--- src/sv/oal_pkg.sv ---
// Shared types and constants for the ordered array list.
// Cell command encoding, controller states, field widths and status codes.
// No dependencies.
package oal_pkg;

	// Field widths of the request and response transactions
	localparam int FUNC_W   = 2;
	localparam int POS_W    = 10;
	localparam int DATA_W   = 32;
	localparam int STATUS_W = 2;
	localparam int COUNT_W  = 11;

	// Default number of list entries
	localparam int CAPACITY_DEF = 1024;

	// Operation codes on the func field; code 3 is a no-op
	localparam logic [FUNC_W-1:0] FN_INSERT = 2'd0;
	localparam logic [FUNC_W-1:0] FN_REMOVE = 2'd1;
	localparam logic [FUNC_W-1:0] FN_FIND   = 2'd2;

	// Response status codes
	localparam logic [STATUS_W-1:0] ST_OK       = 2'd0;
	localparam logic [STATUS_W-1:0] ST_FULL     = 2'd1;
	localparam logic [STATUS_W-1:0] ST_BADPOS   = 2'd2;
	localparam logic [STATUS_W-1:0] ST_NOTFOUND = 2'd3;

	// What every cell does in a cycle
	typedef enum logic [1:0] {
		CELL_HOLD,
		CELL_INSERT,
		CELL_REMOVE,
		CELL_ROTATE
	} cell_op_t;

	// Command broadcast from the controller to the row of cells
	typedef struct packed {
		cell_op_t           op;
		logic [POS_W-1:0]   pos;
	} cell_cmd_t;

	// Controller states
	typedef enum logic [1:0] {
		S_IDLE,
		S_SCAN,
		S_DONE
	} state_t;

endpackage

--- src/sv/oal_cell.sv ---
// One storage cell of the list: holds a single entry and trades it with its neighbors.
// Shifts up on insert, down on remove, and rotates toward cell 0 during a search.
// Depends on oal_pkg.
module oal_cell #(
	parameter int IDX = 0,
	parameter int XW  = 11
) (
	input  logic                              clk,
	input  oal_pkg::cell_cmd_t                cmd,
	input  logic [XW-1:0]                     lim,
	input  logic signed [oal_pkg::DATA_W-1:0] din,
	input  logic signed [oal_pkg::DATA_W-1:0] left,
	input  logic signed [oal_pkg::DATA_W-1:0] right,
	input  logic signed [oal_pkg::DATA_W-1:0] head,
	output logic signed [oal_pkg::DATA_W-1:0] q
);

	localparam logic [XW-1:0] IDX_X  = XW'(IDX);
	localparam logic [XW-1:0] NEXT_X = XW'(IDX + 1);

	logic signed [oal_pkg::DATA_W-1:0] data_q;
	logic signed [oal_pkg::DATA_W-1:0] data_d;
	logic [XW-1:0]                     pos_x;

	assign pos_x = XW'(cmd.pos);

	// Local decision from this cell's fixed index
	always_comb begin
		data_d = data_q;
		unique case (cmd.op)
			oal_pkg::CELL_INSERT: begin
				if (IDX_X > pos_x) begin
					data_d = left;
				end else if (IDX_X == pos_x) begin
					data_d = din;
				end
			end
			oal_pkg::CELL_REMOVE: begin
				if (IDX_X >= pos_x) begin
					data_d = right;
				end
			end
			oal_pkg::CELL_ROTATE: begin
				// last occupied cell wraps around to the head entry
				if (NEXT_X == lim) begin
					data_d = head;
				end else if (NEXT_X < lim) begin
					data_d = right;
				end
			end
			default: ;
		endcase
	end

	always_ff @(posedge clk) begin
		data_q <= data_d;
	end

	assign q = data_q;

endmodule

--- config.mk ---
export PLATFORM = sky130hd
export DESIGN_NAME = oal_cell
export DESIGN_NICKNAME = d
export VERILOG_FILES = /design/src/sv/oal_pkg.sv /design/src/sv/oal_cell.sv
export SDC_FILE = /design/constraint.sdc
export NUM_CORES = 1
export LEC_CHECK = 0
export BUFFER_PORTS_ARGS = -buffer_cell sky130_fd_sc_hd__buf_2
export CORE_AREA = 2 2 95 97
export CTS_BUF_LIST = sky130_fd_sc_hd__clkbuf_4
export CTS_CLUSTER_DIAMETER = 120
export DETAILED_ROUTE_END_ITERATION = 8
export DIE_AREA = 0 0 97 99
export PLACE_DENSITY = 0.66
export SYNTH_ARGS = -nofsm -noshare
export SYNTH_HDL_FRONTEND = slang
export SYNTH_SLANG_ARGS = --single-unit
--- constraint.sdc ---
create_clock -name clk -period 4.4 [get_ports clk]
set_input_delay 0.88 -clock clk [delete_from_list [all_inputs] [get_ports clk]]
set_output_delay 0.88 -clock clk [all_outputs]
set_load 0.01 [all_outputs]
==> results.ini <==
[cts]
htreeDepth = 2
cts_root_buffer = clkbuf_4
postCtsHoldBufs = 0
post_cts_resized = 0
cts_tree = done
cts_setup_buffers = 0
cts_buffer_depth = 2
clock_sinks = 32
path_clk_slew_ns = 0.11
numCtsBuffers = 5

[cells_and_area]
drive_gt1_frac = 0.5239
multi_input_comb_area_um2 = 1262
finalNetCount = 530
largest_register_ff_count = 32
final-seq-area_um2 = 960.9
final_cell_area_um2 = 3246
antenna-diode-count = 0
nFillCells = 867
area_growth_pct = 24.95

[logic_synthesis]
synth_area_leader_cell = edfxtp_1
syn_nets = 399
yosysSeqAreaShare = 0.3699
yosysWarnings = 0
synth_compound_area_frac = 0.2987
synth_top_area_frac = 0.3699
synth_top_family_by_area = compound AO/OA/AOI/OAI gates
ys.flop_type = edfxtp_1
ys_ff_latch = 32
synth-simple-area-share = 0.1643
avgSynthCellArea_um2 = 10.65
synth.distinct_cells = 26
synth_edf_count = 32
synth_area_um2 = 2597
synthXorXnorAreaFrac = 0
synthAdderAreaFrac = 0.01445
synth_cells = 244
async_flop_share = 0
muxShareOfSynthArea = 0
ys_top_cells_by_area = edfxtp_1, o41ai_1, clkbuf_8, a22oi_1, o211ai_1

[sta]
finalCriticalPeriod_ns = 2.976
fin_ws_ns = 1.424
post-route-period-util = 0.6764
final-max-slew-violation-count = 0
fin_setup_tns_ns = 0
finalHoldViolCount = 0
relSlewSlack = 0.4405
fmax_mhz = 336.0
worstMarginPinSlew_ns = 0.8393
finalSetupViolCount = 0
rsz0062_at_grt = no

[global_routing]
grt_max_degree = 36
grt_overflow = 0
antenna_found_initial = 0
track_usage = 0.1493
grt_pass1_wl_mm = 11.84
grt_pass1_vias = 2411

[placement]
place.gp.congestion = 0.7878
placed_area_um2 = 3171
hpwl_mm = 5.424
pre_cts_ws_ns = 1.055
portBuffers = 151

[pwr]
cellPowerDensity_nw_per_um2 = 266.9
peakVddDrop_mv = 0.1080
p_leak_nw = 1.311

[flow_run]
max-cap-violations = 0

[worst_hold_path]
min_to = q[23]
holdPathStages = 3
min_from = din[23]
hold_class = input port to flop

[floorplanning]
die_area_um2 = 9603
io_pins = 184
fp.coreArea_um2 = 8551
initial_core_util = 0.3038
std_cell_rows = 34
fp.dieW_um = 97
die_y_um = 99

[worst_setup_path]
arrival_ns = 3.13
start_kind = input port
crit_required_ns = 4.56
crit_path_end_kind = flop
path_max_fanout = 32
crit_type = input port to flop

[detailed_routing]
num_vias = 2547
drt_iter0_drc = 134
wirelength_mm = 7.476
vias_per_cell = 5.262
first_pass_iters = 5
drc = 0
ant_nets = 0
wire_per_inst_um = 15.45

[run_status]
status = finished, final reports clean

[Yosys cell counts, types with 2 or more instances]
library cell  instances
a22oi_1              32
edfxtp_1             32
nand2_1              32
o211ai_1             32
o41ai_1              32
and2_2               28
clkbuf_8             19
clkbuf_1              5
and2_1                4
buf_6                 3
buf_8                 3
ha_1                  3
nor2_1                3
inv_1                 2
nor4_1                2
or4_4                 2
[cell usage in the layout (no fill, tap or decap), drive strengths merged]
cell    instances
clkinv          3
o211ai         32
a22oi          32
ha              3
edfxtp         32
buf           157
o41ai          32
nor2b           1
nor4            2
or2             1
bufinv          1
nor2            3
and2           32
nand2          32
a31oi           1
a311oi          1
clkbuf          5
inv             2
nor3            1
or4             3
[cell families (layout without fill, tap and decap cells)]
kind of cell             count (synthesis)  after routing
AND/OR/NAND/NOR                         75             75
AO/OA/AOI/OAI                           98             98
flip-flops                              32             32
buffers and inverters                   36            168
adder cells (fa/ha/maj)                  3              3
[critical path, stage by stage]
cell,delay [ns]
buf_2,0.09
or4_1,0.86
buf_4,0.35
or4_4,0.66
o211ai_1,0.29
[layer usage]
layer / up-vias / track usage / part of all wire
li1: 1240 / - / -
met1: 1179 / 0.1932 / 0.42
met2: 120 / 0.2580 / 0.50
met3: 8 / 0.02411 / 0.068
met4: 0 / 0.04334 / 0.0079
met5: - / 0 / 0
[area by class of cell]
cell class | count | share of cell area
inverter | 3 | 0.003470
clock buffer | 5 | 0.01157
sequential | 32 | 0.2961
timing repair buffer | 157 | 0.2467
tap | 108 | 0.04163
multi-input combinational | 176 | 0.3890
clock inverter | 3 | 0.01157
[power breakdown]
group	internal, mW	leakage, nW	switching, mW	total (mW)
sequential	0.390	0.302	0.0109	0.401
combinational	0.111	0.969	0.132	0.243
clock	0.116	0.0403	0.106	0.222
total	0.617	1.31	0.249	0.866
[metrics by stage]
| step | instances | util | hold WS (ns) | total power [mW] |
|---|---|---|---|---|
| 3_3_place_gp | 476 | 0.3708 | 1.211 | 0.6502 |
| 5_1_grt | 484 | 0.3796 | 0.8570 | 0.9158 |
| 4_1_cts | 484 | 0.3796 | 0.8540 | 0.8787 |
| 3_5_place_dp | 476 | 0.3708 | 1.214 | 0.6552 |
| 6_report | 484 | 0.3796 | 0.8712 | 0.8664 |
| 2_1_floorplan | 244 | - | 1.118 | 0.5475 |
[worst max path at each step]
stage | startpoint | endpoint | slack, ns | cells after the start
floorplan | cmd[10] | q[0] | 1.07 | 6
global placement | lim[8] | q[16] | 1.03 | 5
detailed placement | lim[7] | q[17] | 1.06 | 5
CTS | lim[7] | q[21] | 1.42 | 5
global route | lim[8] | q[19] | 1.30 | 5
finish | lim[3] | q[5] | 1.42 | 5
(Power assumes the default switching activity.)
