**src/sv/oal_pkg.sv**
```systemverilog
// Shared types and constants for the ordered array list.
// Cell command encoding, controller states, field widths and status codes.
// No dependencies.
package oal_pkg;

	// Field widths of the request and response transactions
	localparam int FUNC_W   = 2;
	localparam int POS_W    = 10;
	localparam int DATA_W   = 32;
	localparam int STATUS_W = 2;
	localparam int COUNT_W  = 11;

	// Default number of list entries
	localparam int CAPACITY_DEF = 1024;

	// Operation codes on the func field; code 3 is a no-op
	localparam logic [FUNC_W-1:0] FN_INSERT = 2'd0;
	localparam logic [FUNC_W-1:0] FN_REMOVE = 2'd1;
	localparam logic [FUNC_W-1:0] FN_FIND   = 2'd2;

	// Response status codes
	localparam logic [STATUS_W-1:0] ST_OK       = 2'd0;
	localparam logic [STATUS_W-1:0] ST_FULL     = 2'd1;
	localparam logic [STATUS_W-1:0] ST_BADPOS   = 2'd2;
	localparam logic [STATUS_W-1:0] ST_NOTFOUND = 2'd3;

	// What every cell does in a cycle
	typedef enum logic [1:0] {
		CELL_HOLD,
		CELL_INSERT,
		CELL_REMOVE,
		CELL_ROTATE
	} cell_op_t;

	// Command broadcast from the controller to the row of cells
	typedef struct packed {
		cell_op_t           op;
		logic [POS_W-1:0]   pos;
	} cell_cmd_t;

	// Controller states
	typedef enum logic [1:0] {
		S_IDLE,
		S_SCAN,
		S_DONE
	} state_t;

endpackage

```
**src/sv/oal_intf.sv**
```systemverilog
// Valid/ready channel interfaces for the ordered array list.
// Request carries func/position/value, response carries status/found_index/count.
// Depends on oal_pkg.
interface oal_req_if;
	logic                                valid;
	logic                                ready;
	logic [oal_pkg::FUNC_W-1:0]          func;
	logic [oal_pkg::POS_W-1:0]           position;
	logic signed [oal_pkg::DATA_W-1:0]   value;

	modport source (output valid, output func, output position, output value, input ready);
	modport sink   (input valid, input func, input position, input value, output ready);
endinterface

interface oal_rsp_if;
	logic                                valid;
	logic                                ready;
	logic [oal_pkg::STATUS_W-1:0]        status;
	logic [oal_pkg::POS_W-1:0]           found_index;
	logic [oal_pkg::COUNT_W-1:0]         count;

	modport source (output valid, output status, output found_index, output count, input ready);
	modport sink   (input valid, input status, input found_index, input count, output ready);
endinterface

```
**src/sv/oal_ctrl.sv**
```systemverilog
// Sequencer of the ordered array list: decodes requests, keeps the entry count,
// drives the cell row, runs the rotating search and holds the response register.
// Depends on oal_pkg and the channel interfaces in oal_intf.sv.
module oal_ctrl #(
	parameter int CAPACITY = oal_pkg::CAPACITY_DEF,
	parameter int CW       = 11,
	parameter int XW       = 11
) (
	input  logic                              clk,
	input  logic                              arst_n,
	oal_req_if.sink                           req,
	oal_rsp_if.source                         rsp,
	output oal_pkg::cell_cmd_t                cmd,
	output logic [XW-1:0]                     lim,
	output logic signed [oal_pkg::DATA_W-1:0] din,
	input  logic signed [oal_pkg::DATA_W-1:0] head
);

	oal_pkg::state_t                   state_q, state_d;
	logic [CW-1:0]                     count_q;
	logic [CW-1:0]                     scan_q;
	logic                              hit_q;
	logic signed [oal_pkg::DATA_W-1:0] key_q;
	logic [oal_pkg::STATUS_W-1:0]      status_q;
	logic [CW-1:0]                     index_q;

	logic                              out_valid_q;
	logic [oal_pkg::STATUS_W-1:0]      out_status_q;
	logic [oal_pkg::POS_W-1:0]         out_index_q;
	logic [oal_pkg::COUNT_W-1:0]       out_count_q;

	logic                              acc;
	logic                              out_free;
	logic                              done_move;
	logic                              scan_last;
	logic                              match;
	logic [XW-1:0]                     pos_x;
	logic [XW-1:0]                     count_x;

	logic [oal_pkg::STATUS_W-1:0]      dec_status;
	oal_pkg::cell_op_t                 dec_op;
	logic [CW-1:0]                     dec_count;
	logic                              dec_scan;

	assign acc       = req.valid && req.ready;
	assign out_free  = !out_valid_q || rsp.ready;
	assign done_move = (state_q == oal_pkg::S_DONE) && out_free;
	assign scan_last = scan_q == (count_q - CW'(1));
	assign match     = head == key_q;
	assign pos_x     = XW'(req.position);
	assign count_x   = XW'(count_q);

	// Request decode against the current count
	always_comb begin
		dec_status = oal_pkg::ST_OK;
		dec_op     = oal_pkg::CELL_HOLD;
		dec_count  = count_q;
		dec_scan   = 1'b0;
		unique case (req.func)
			oal_pkg::FN_INSERT: begin
				if (count_q >= CW'(CAPACITY)) begin
					dec_status = oal_pkg::ST_FULL;
				end else if (pos_x > count_x) begin
					dec_status = oal_pkg::ST_BADPOS;
				end else begin
					dec_op    = oal_pkg::CELL_INSERT;
					dec_count = count_q + CW'(1);
				end
			end
			oal_pkg::FN_REMOVE: begin
				if (pos_x >= count_x) begin
					dec_status = oal_pkg::ST_BADPOS;
				end else begin
					dec_op    = oal_pkg::CELL_REMOVE;
					dec_count = count_q - CW'(1);
				end
			end
			oal_pkg::FN_FIND: begin
				if (count_q == '0) begin
					dec_status = oal_pkg::ST_NOTFOUND;
				end else begin
					dec_scan = 1'b1;
				end
			end
			default: ;
		endcase
	end

	// Next state
	always_comb begin
		state_d = state_q;
		unique case (state_q)
			oal_pkg::S_IDLE: begin
				if (acc) begin
					state_d = dec_scan ? oal_pkg::S_SCAN : oal_pkg::S_DONE;
				end
			end
			oal_pkg::S_SCAN: begin
				if (scan_last) begin
					state_d = oal_pkg::S_DONE;
				end
			end
			oal_pkg::S_DONE: begin
				if (out_free) begin
					state_d = oal_pkg::S_IDLE;
				end
			end
			default: state_d = oal_pkg::S_IDLE;
		endcase
	end

	// State outputs: handshake and cell row command; ready is high in idle
	always_comb begin
		req.ready = state_q == oal_pkg::S_IDLE;
		cmd.pos   = req.position;
		cmd.op    = oal_pkg::CELL_HOLD;
		unique case (state_q)
			oal_pkg::S_IDLE: begin
				if (req.valid) begin
					cmd.op = dec_op;
				end
			end
			oal_pkg::S_SCAN: cmd.op = oal_pkg::CELL_ROTATE;
			default: ;
		endcase
	end

	assign lim = count_x;
	assign din = req.value;

	// Control registers
	always_ff @(posedge clk or negedge arst_n) begin
		if (!arst_n) begin
			state_q     <= oal_pkg::S_IDLE;
			count_q     <= '0;
			hit_q       <= 1'b0;
			out_valid_q <= 1'b0;
		end else begin
			state_q <= state_d;
			if (acc) begin
				count_q <= dec_count;
				hit_q   <= 1'b0;
			end else if (state_q == oal_pkg::S_SCAN && match) begin
				hit_q <= 1'b1;
			end
			if (done_move) begin
				out_valid_q <= 1'b1;
			end else if (rsp.ready) begin
				out_valid_q <= 1'b0;
			end
		end
	end

	// Search and response payload
	always_ff @(posedge clk) begin
		if (acc) begin
			status_q <= dec_status;
			key_q    <= req.value;
			scan_q   <= '0;
			index_q  <= '0;
		end else if (state_q == oal_pkg::S_SCAN) begin
			scan_q <= scan_q + CW'(1);
			if (!hit_q && match) begin
				index_q <= scan_q;
			end
			if (scan_last) begin
				status_q <= (hit_q || match) ? oal_pkg::ST_OK : oal_pkg::ST_NOTFOUND;
			end
		end
		if (done_move) begin
			out_status_q <= status_q;
			out_index_q  <= oal_pkg::POS_W'(index_q);
			out_count_q  <= oal_pkg::COUNT_W'(count_q);
		end
	end

	assign rsp.valid       = out_valid_q;
	assign rsp.status      = out_status_q;
	assign rsp.found_index = out_index_q;
	assign rsp.count       = out_count_q;

endmodule

```
**src/flat_wrapper.sv**
```systemverilog
// flat-port wrapper written by rule: the top's interface ports become plain ports
module oal_ctrl_flat 
#(
	parameter int CAPACITY = oal_pkg::CAPACITY_DEF,
	parameter int CW       = 11,
	parameter int XW       = 11
)
  (clk, arst_n, cmd, lim, din, head, req_valid, req_func, req_position, req_value, req_ready, rsp_valid, rsp_status, rsp_found_index, rsp_count, rsp_ready);
  oal_req_if req_i ();
  oal_rsp_if rsp_i ();
  input  logic clk;
  input  logic arst_n;
  output oal_pkg::cell_cmd_t cmd;
  output logic [XW-1:0] lim;
  output logic signed [oal_pkg::DATA_W-1:0] din;
  input  logic signed [oal_pkg::DATA_W-1:0] head;
  input wire logic [$bits(req_i.valid)-1:0] req_valid;
  input wire logic [$bits(req_i.func)-1:0] req_func;
  input wire logic [$bits(req_i.position)-1:0] req_position;
  input wire logic [$bits(req_i.value)-1:0] req_value;
  output wire logic [$bits(req_i.ready)-1:0] req_ready;
  output wire logic [$bits(rsp_i.valid)-1:0] rsp_valid;
  output wire logic [$bits(rsp_i.status)-1:0] rsp_status;
  output wire logic [$bits(rsp_i.found_index)-1:0] rsp_found_index;
  output wire logic [$bits(rsp_i.count)-1:0] rsp_count;
  input wire logic [$bits(rsp_i.ready)-1:0] rsp_ready;
  assign req_i.valid = req_valid;
  assign req_i.func = req_func;
  assign req_i.position = req_position;
  assign req_i.value = req_value;
  assign req_ready = req_i.ready;
  assign rsp_valid = rsp_i.valid;
  assign rsp_status = rsp_i.status;
  assign rsp_found_index = rsp_i.found_index;
  assign rsp_count = rsp_i.count;
  assign rsp_i.ready = rsp_ready;
  oal_ctrl #(.CAPACITY(CAPACITY), .CW(CW), .XW(XW)) u_core (.clk(clk), .arst_n(arst_n), .req(req_i), .rsp(rsp_i), .cmd(cmd), .lim(lim), .din(din), .head(head));
endmodule
```
**config.mk**
```make
export PLATFORM = sky130hd
export DESIGN_NAME = oal_ctrl_flat
export DESIGN_NICKNAME = d
export VERILOG_FILES = /design/src/sv/oal_pkg.sv /design/src/sv/oal_intf.sv /design/src/sv/oal_ctrl.sv /design/src/flat_wrapper.sv
export SDC_FILE = /design/constraint.sdc
export NUM_CORES = 1
export LEC_CHECK = 0
export BUFFER_PORTS_ARGS = -buffer_cell sky130_fd_sc_hd__buf_2
export CAP_MARGIN = 20
export CORE_ASPECT_RATIO = 1.5
export CORE_MARGIN = 2
export CORE_UTILIZATION = 50
export CTS_BUF_LIST = sky130_fd_sc_hd__clkbuf_4
export DETAILED_ROUTE_END_ITERATION = 16
export PLACE_DENSITY_LB_ADDON = 0.2
export SYNTH_ARGS = -nofsm -noshare
export SYNTH_HDL_FRONTEND = slang
export SYNTH_SLANG_ARGS = --single-unit
```
**constraint.sdc**
```tcl
create_clock -name clk -period 5 [get_ports clk]
set_input_delay 0.5 -clock clk [delete_from_list [all_inputs] [get_ports clk]]
set_output_delay 0.5 -clock clk [all_outputs]
set_load 0.01 [all_outputs]
```
==> impl_table.tex <==
\begin{tabular}{lr}
\hline
Metric & Value \\
\hline
\multicolumn{2}{l}{\textbf{Drt}} \\
\quad Detail Route Antenna Nets & 0 \\
\quad Overall routed net length & 10,510 um \\
\quad DR DRC count & 0 \\
\quad Via count & 3,730 \\
\quad Average routed wire per standard cell & 15.21 um \\
\quad First-pass DRT Iterations & 4 \\
\quad Vias per cell & 5.398 \\
\quad 1st-iter DRT viols & 262 \\
\multicolumn{2}{l}{\textbf{Power}} \\
\quad Sw Share & 0.3683 \\
\quad Largest voltage drop on the vdd net & 0.2521 mV \\
\quad Sequential power share & 0.475 \\
\quad Part of the power in the clock network & 0.188 \\
\quad Power after layout & 2.475 mW \\
\quad Net Switching & 911.4 uW \\
\quad Logic pwr share & 0.338 \\
\quad Cell area power density & 445.7 mW/mm2 \\
\quad Leakage dissipation & 2.294 nW \\
\quad P\_int & 1.563 mW \\
\multicolumn{2}{l}{\textbf{Setup path}} \\
\quad Worst endpoint required time & 4.50 ns \\
\quad Data arrival, critical path & 2.82 ns \\
\quad Startpoint types & flip-flop \\
\quad Critical path class & reg2out \\
\quad Worst-path fanout max & 13 \\
\quad Setup crit end kind & output pin \\
\quad Worst Reg2Reg Path Length in Cells & 9 \\
\multicolumn{2}{l}{\textbf{Layout}} \\
\quad Fraction of final layout cells with drive strength greater than 1 & 0.3131 \\
\quad Fillers & 837 \\
\quad Number of nets at the end of the flow & 666 \\
\quad Area growth from synthesis to layout & 15.33\% \\
\quad Final non-filler cell total & 691 \\
\multicolumn{2}{l}{\textbf{Place}} \\
\quad Post-placement cell count & 672 \\
\quad Routability congestion estimate from global placement & 0.9206 \\
\quad Number of port buffers & 159 \\
\quad Post-DP HPWL & 8099 um \\
\multicolumn{2}{l}{\textbf{Synth}} \\
\quad Syn Nets & 551 \\
\quad Synth warnings & 0 \\
\quad Biggest area consumer among synthesized cells & sky130\_fd\_sc\_hd\_\_edfxtp\_1 \\
\quad EDFF count, synth & 57 \\
\quad Most used flip-flop cell after synthesis & sky130\_fd\_sc\_hd\_\_edfxtp\_1 \\
\quad Number of register bits inferred by synthesis & 93 \\
\quad Area of the mapped netlist & 0.004815 mm2 \\
\quad Syn avg cell area & 10.51 um2 \\
\quad Fraction of the yosys area taken by sequential cells & 0.5208 \\
\quad Cells after synthesis & 458 \\
\quad Synth unique cells & 52 \\
\quad Dominant cells by area after synthesis & sky130\_fd\_sc\_hd\_\_edfxtp\_1 (36\%), sky130\_fd\_sc\_hd\_\_dfxtp\_1 (8.7\%), sky130\_fd\_sc\_hd\_\_dfrtp\_1 (7.8\%) \\
\quad Fraction of synthesis flops using an asynchronous set or reset pin & 0.1613 \\
\quad Area share of the largest cell type after synthesis & 0.3555 \\
\multicolumn{2}{l}{\textbf{Floorplan}} \\
\quad Starting density of the core & 0.5173 \\
\quad Core Box Area & 0.009308 mm2 \\
\quad Horizontal extent of the die & 84.12 um \\
\quad Number of top-level pins & 160 \\
\quad Die Ht & 124.2 um \\
\quad Row count & 43 \\
\quad Die footprint & 0.01045 mm2 \\
\multicolumn{2}{l}{\textbf{Timing}} \\
\quad Setup repair after global routing missed its margin & false \\
\quad Total Negative Setup Slacks & 0 ns \\
\quad Setup clock skew after layout & 0.01338 ns \\
\quad Hold violation total from the final report & 0 \\
\quad Headroom to the max-slew limit & 0.5510 \\
\quad Slew at the pin with the worst max-slew slack & 0.6684 ns \\
\quad Minimum period implied by the final worst setup slack & 3.323 ns \\
\quad Max Slew Vio Count & 0 \\
\quad Total setup violations reported at the end of the flow & 0 \\
\quad Portion of the clock cycle consumed by the worst path in the final layout & 0.6645 \\
\quad Highest Clock Rate & 0.3010 GHz \\
\multicolumn{2}{l}{\textbf{Clocking}} \\
\quad Root buffer cell & sky130\_fd\_sc\_hd\_\_clkbuf\_4 \\
\quad Number of clock sinks seen by CTS & 93 \\
\quad TritonCTS clock tree & done \\
\quad Deepest level of the CTS H-tree & 3 \\
\quad Total clock buffers created by CTS & 9 \\
\quad Latest clock arrival within the worst-skew pair & 0.44 ns \\
\quad Clock Path Buffers & 2 \\
\quad Clock slew at the register clock pins of the worst setup and hold paths & 0.14 ns \\
\multicolumn{2}{l}{\textbf{Worst hold path}} \\
\quad Cell depth of the worst min-delay path & 1 \\
\quad Class of the worst hold path & in2reg \\
\multicolumn{2}{l}{\textbf{Global route}} \\
\quad Largest net degree at the start of global routing & 33 \\
\quad Remaining global-route overflow & 0 \\
\quad Antenna violations before repair & 1 \\
\quad Vias in the first global route & 3,520 \\
\quad Total GRT Usage & 0.2001 \\
\quad First-pass GRT wire length & 16,350 um \\
\multicolumn{2}{l}{\textbf{Run status}} \\
\quad Result of the run & finished clean \\
\multicolumn{2}{l}{\textbf{Run}} \\
\quad Number of max-cap violations & 0 \\
\hline
\end{tabular}
## worst max-delay path, cell delays in order (launching register included)
cell	delay (ns)
sky130_fd_sc_hd__dfrtp_1	0.59
sky130_fd_sc_hd__inv_1	0.18
sky130_fd_sc_hd__ha_1	0.31
sky130_fd_sc_hd__nand4b_1	0.19
sky130_fd_sc_hd__nor3_1	0.62
sky130_fd_sc_hd__nand2b_1	0.19
sky130_fd_sc_hd__a41o_1	0.18
sky130_fd_sc_hd__buf_2	0.14
## what timing repair did
| item | CTS | global route |
|---|---|---|
| gates resized for setup | 0 | 0 |
| endpoints found under the setup margin | 0 | 0 |
| hold buffers | 1 | 0 |
| hold endpoints to repair | 15 | 0 |
| setup buffers | 0 | 0 |
## Yosys cell counts, types with 2 or more instances
cell type	n
sky130_fd_sc_hd__nor2_1	32
sky130_fd_sc_hd__inv_1	17
sky130_fd_sc_hd__buf_6	2
sky130_fd_sc_hd__nor3_1	11
sky130_fd_sc_hd__and3_1	4
sky130_fd_sc_hd__o22ai_1	4
sky130_fd_sc_hd__o2111ai_1	2
sky130_fd_sc_hd__o21ai_0	22
sky130_fd_sc_hd__nand2_1	34
sky130_fd_sc_hd__a22oi_1	2
sky130_fd_sc_hd__buf_1	2
sky130_fd_sc_hd__nand4_1	10
sky130_fd_sc_hd__nand3_1	19
sky130_fd_sc_hd__xnor2_1	34
sky130_fd_sc_hd__xor2_1	21
sky130_fd_sc_hd__a21oi_1	19
sky130_fd_sc_hd__nand2b_1	9
sky130_fd_sc_hd__ha_1	13
sky130_fd_sc_hd__or3_1	3
sky130_fd_sc_hd__edfxtp_1	57
sky130_fd_sc_hd__dfrtp_1	15
sky130_fd_sc_hd__nor2b_1	4
sky130_fd_sc_hd__buf_2	4
sky130_fd_sc_hd__nor4_1	8
sky130_fd_sc_hd__a31oi_1	6
sky130_fd_sc_hd__o21ai_1	2
sky130_fd_sc_hd__nor3b_1	2
sky130_fd_sc_hd__buf_4	43
sky130_fd_sc_hd__a41oi_1	3
sky130_fd_sc_hd__dfxtp_1	21
sky130_fd_sc_hd__clkbuf_1	9
sky130_fd_sc_hd__o31ai_1	3
sky130_fd_sc_hd__nor4bb_1	2
## placed cells by master (no fill, tap or decap), drive strengths merged, types with 3 or more instances in the layout
master / n
buf: 163
edfxtp: 57
nand2: 34
xnor2: 34
nor2: 32
o21ai: 24
xor2: 21
dfxtp: 21
nand3: 19
a21oi: 19
inv: 18
dfrtp: 15
ha: 13
clkbuf: 12
nor3: 11
nand4: 10
nand2b: 9
nor4: 8
a31oi: 6
o22ai: 4
and3: 4
nor2b: 4
o31ai: 3
a41oi: 3
or3: 3
## path summary, 6_finish.rpt
check                              startpoint  slack [ns]                   end
max                             u_core.lim[7]        1.68               cmd[10]
min                             req_value[15]        0.24      u_core.key_q[15]
max reg2reg                     u_core.lim[7]        1.77         u_core.lim[7]
min reg2reg                u_core.status_q[1]        0.44  u_core.rsp.status[1]
max in group asynchronous              arst_n        4.21         u_core.lim[5]
min in group asynchronous              arst_n        0.50     u_core.state_q[0]
## cells by family (layout without fill, tap and decap cells)
kind of cell	after synthesis	in the layout	share of synthesized area
simple gates	144	144	0.1502
flops	93	93	0.5208
buf+inv	78	198	0.09849
compound gates	74	74	0.09460
xor+xnor	55	55	0.1001
fa+ha+maj	13	13	0.03378
mux	1	1	0.002079
other cells	0	1	0
## cell type report
type / count / area [um2] / share of cell area
antenna: 1 / 2.502 / 0.0004507
clock inverter: 4 / 73.82 / 0.01329
tap: 112 / 140.1 / 0.02524
clock buffer: 12 / 90.09 / 0.01622
timing repair buffer: 164 / 835.8 / 0.1505
sequential: 93 / 2507 / 0.4516
inverter: 18 / 67.56 / 0.01217
multi-input combinational: 287 / 1836 / 0.3306
## registers in the layout (all words and copies together) (netlist names)
register / flops
u_core.rsp.valid: 1
u_core.state_q: 2
u_core.lim: 11
u_core.key_q: 32
u_core.status_q: 2
u_core.index_q: 10
u_core.rsp.found_index: 10
u_core.rsp.status: 2
u_core.scan_q: 11
u_core.rsp.count: 11
u_core.hit_q: 1
## layer usage
metal	up-vias	GRT usage	part of all wire
met3	10	0.04042	0.056
met4	0	0.07762	0.015
met5	-	0	0
li1	1830	-	-
met2	127	0.3810	0.55
met1	1763	0.2161	0.38
## per-stage QoR
step | area [um2] | util | setup slack, ns | hold slack (ns)
final | 5553 | 0.5966 | 1.677 | 0.2354
after global routing | 5553 | 0.5966 | 1.481 | 0.1842
after CTS | 5543 | 0.5955 | 1.660 | 0.2009
after detailed placement | 5369 | 0.5768 | 1.823 | 0.4075
after global placement | 5369 | 0.5768 | 1.898 | 0.4021
after floorplan | 4815 | - | 2.285 | 0.2044
## power by group through the flow
stage               sequential [mW]  combinational [mW]  clock [mW]
floorplan                      1.16               0.592           0
global placement               1.18               0.824           0
detailed placement             1.19               0.837           0
CTS                            1.17               0.843       0.479
global route                   1.19               0.929       0.515
finish                         1.17               0.836       0.464
(Power assumes the default switching activity.)
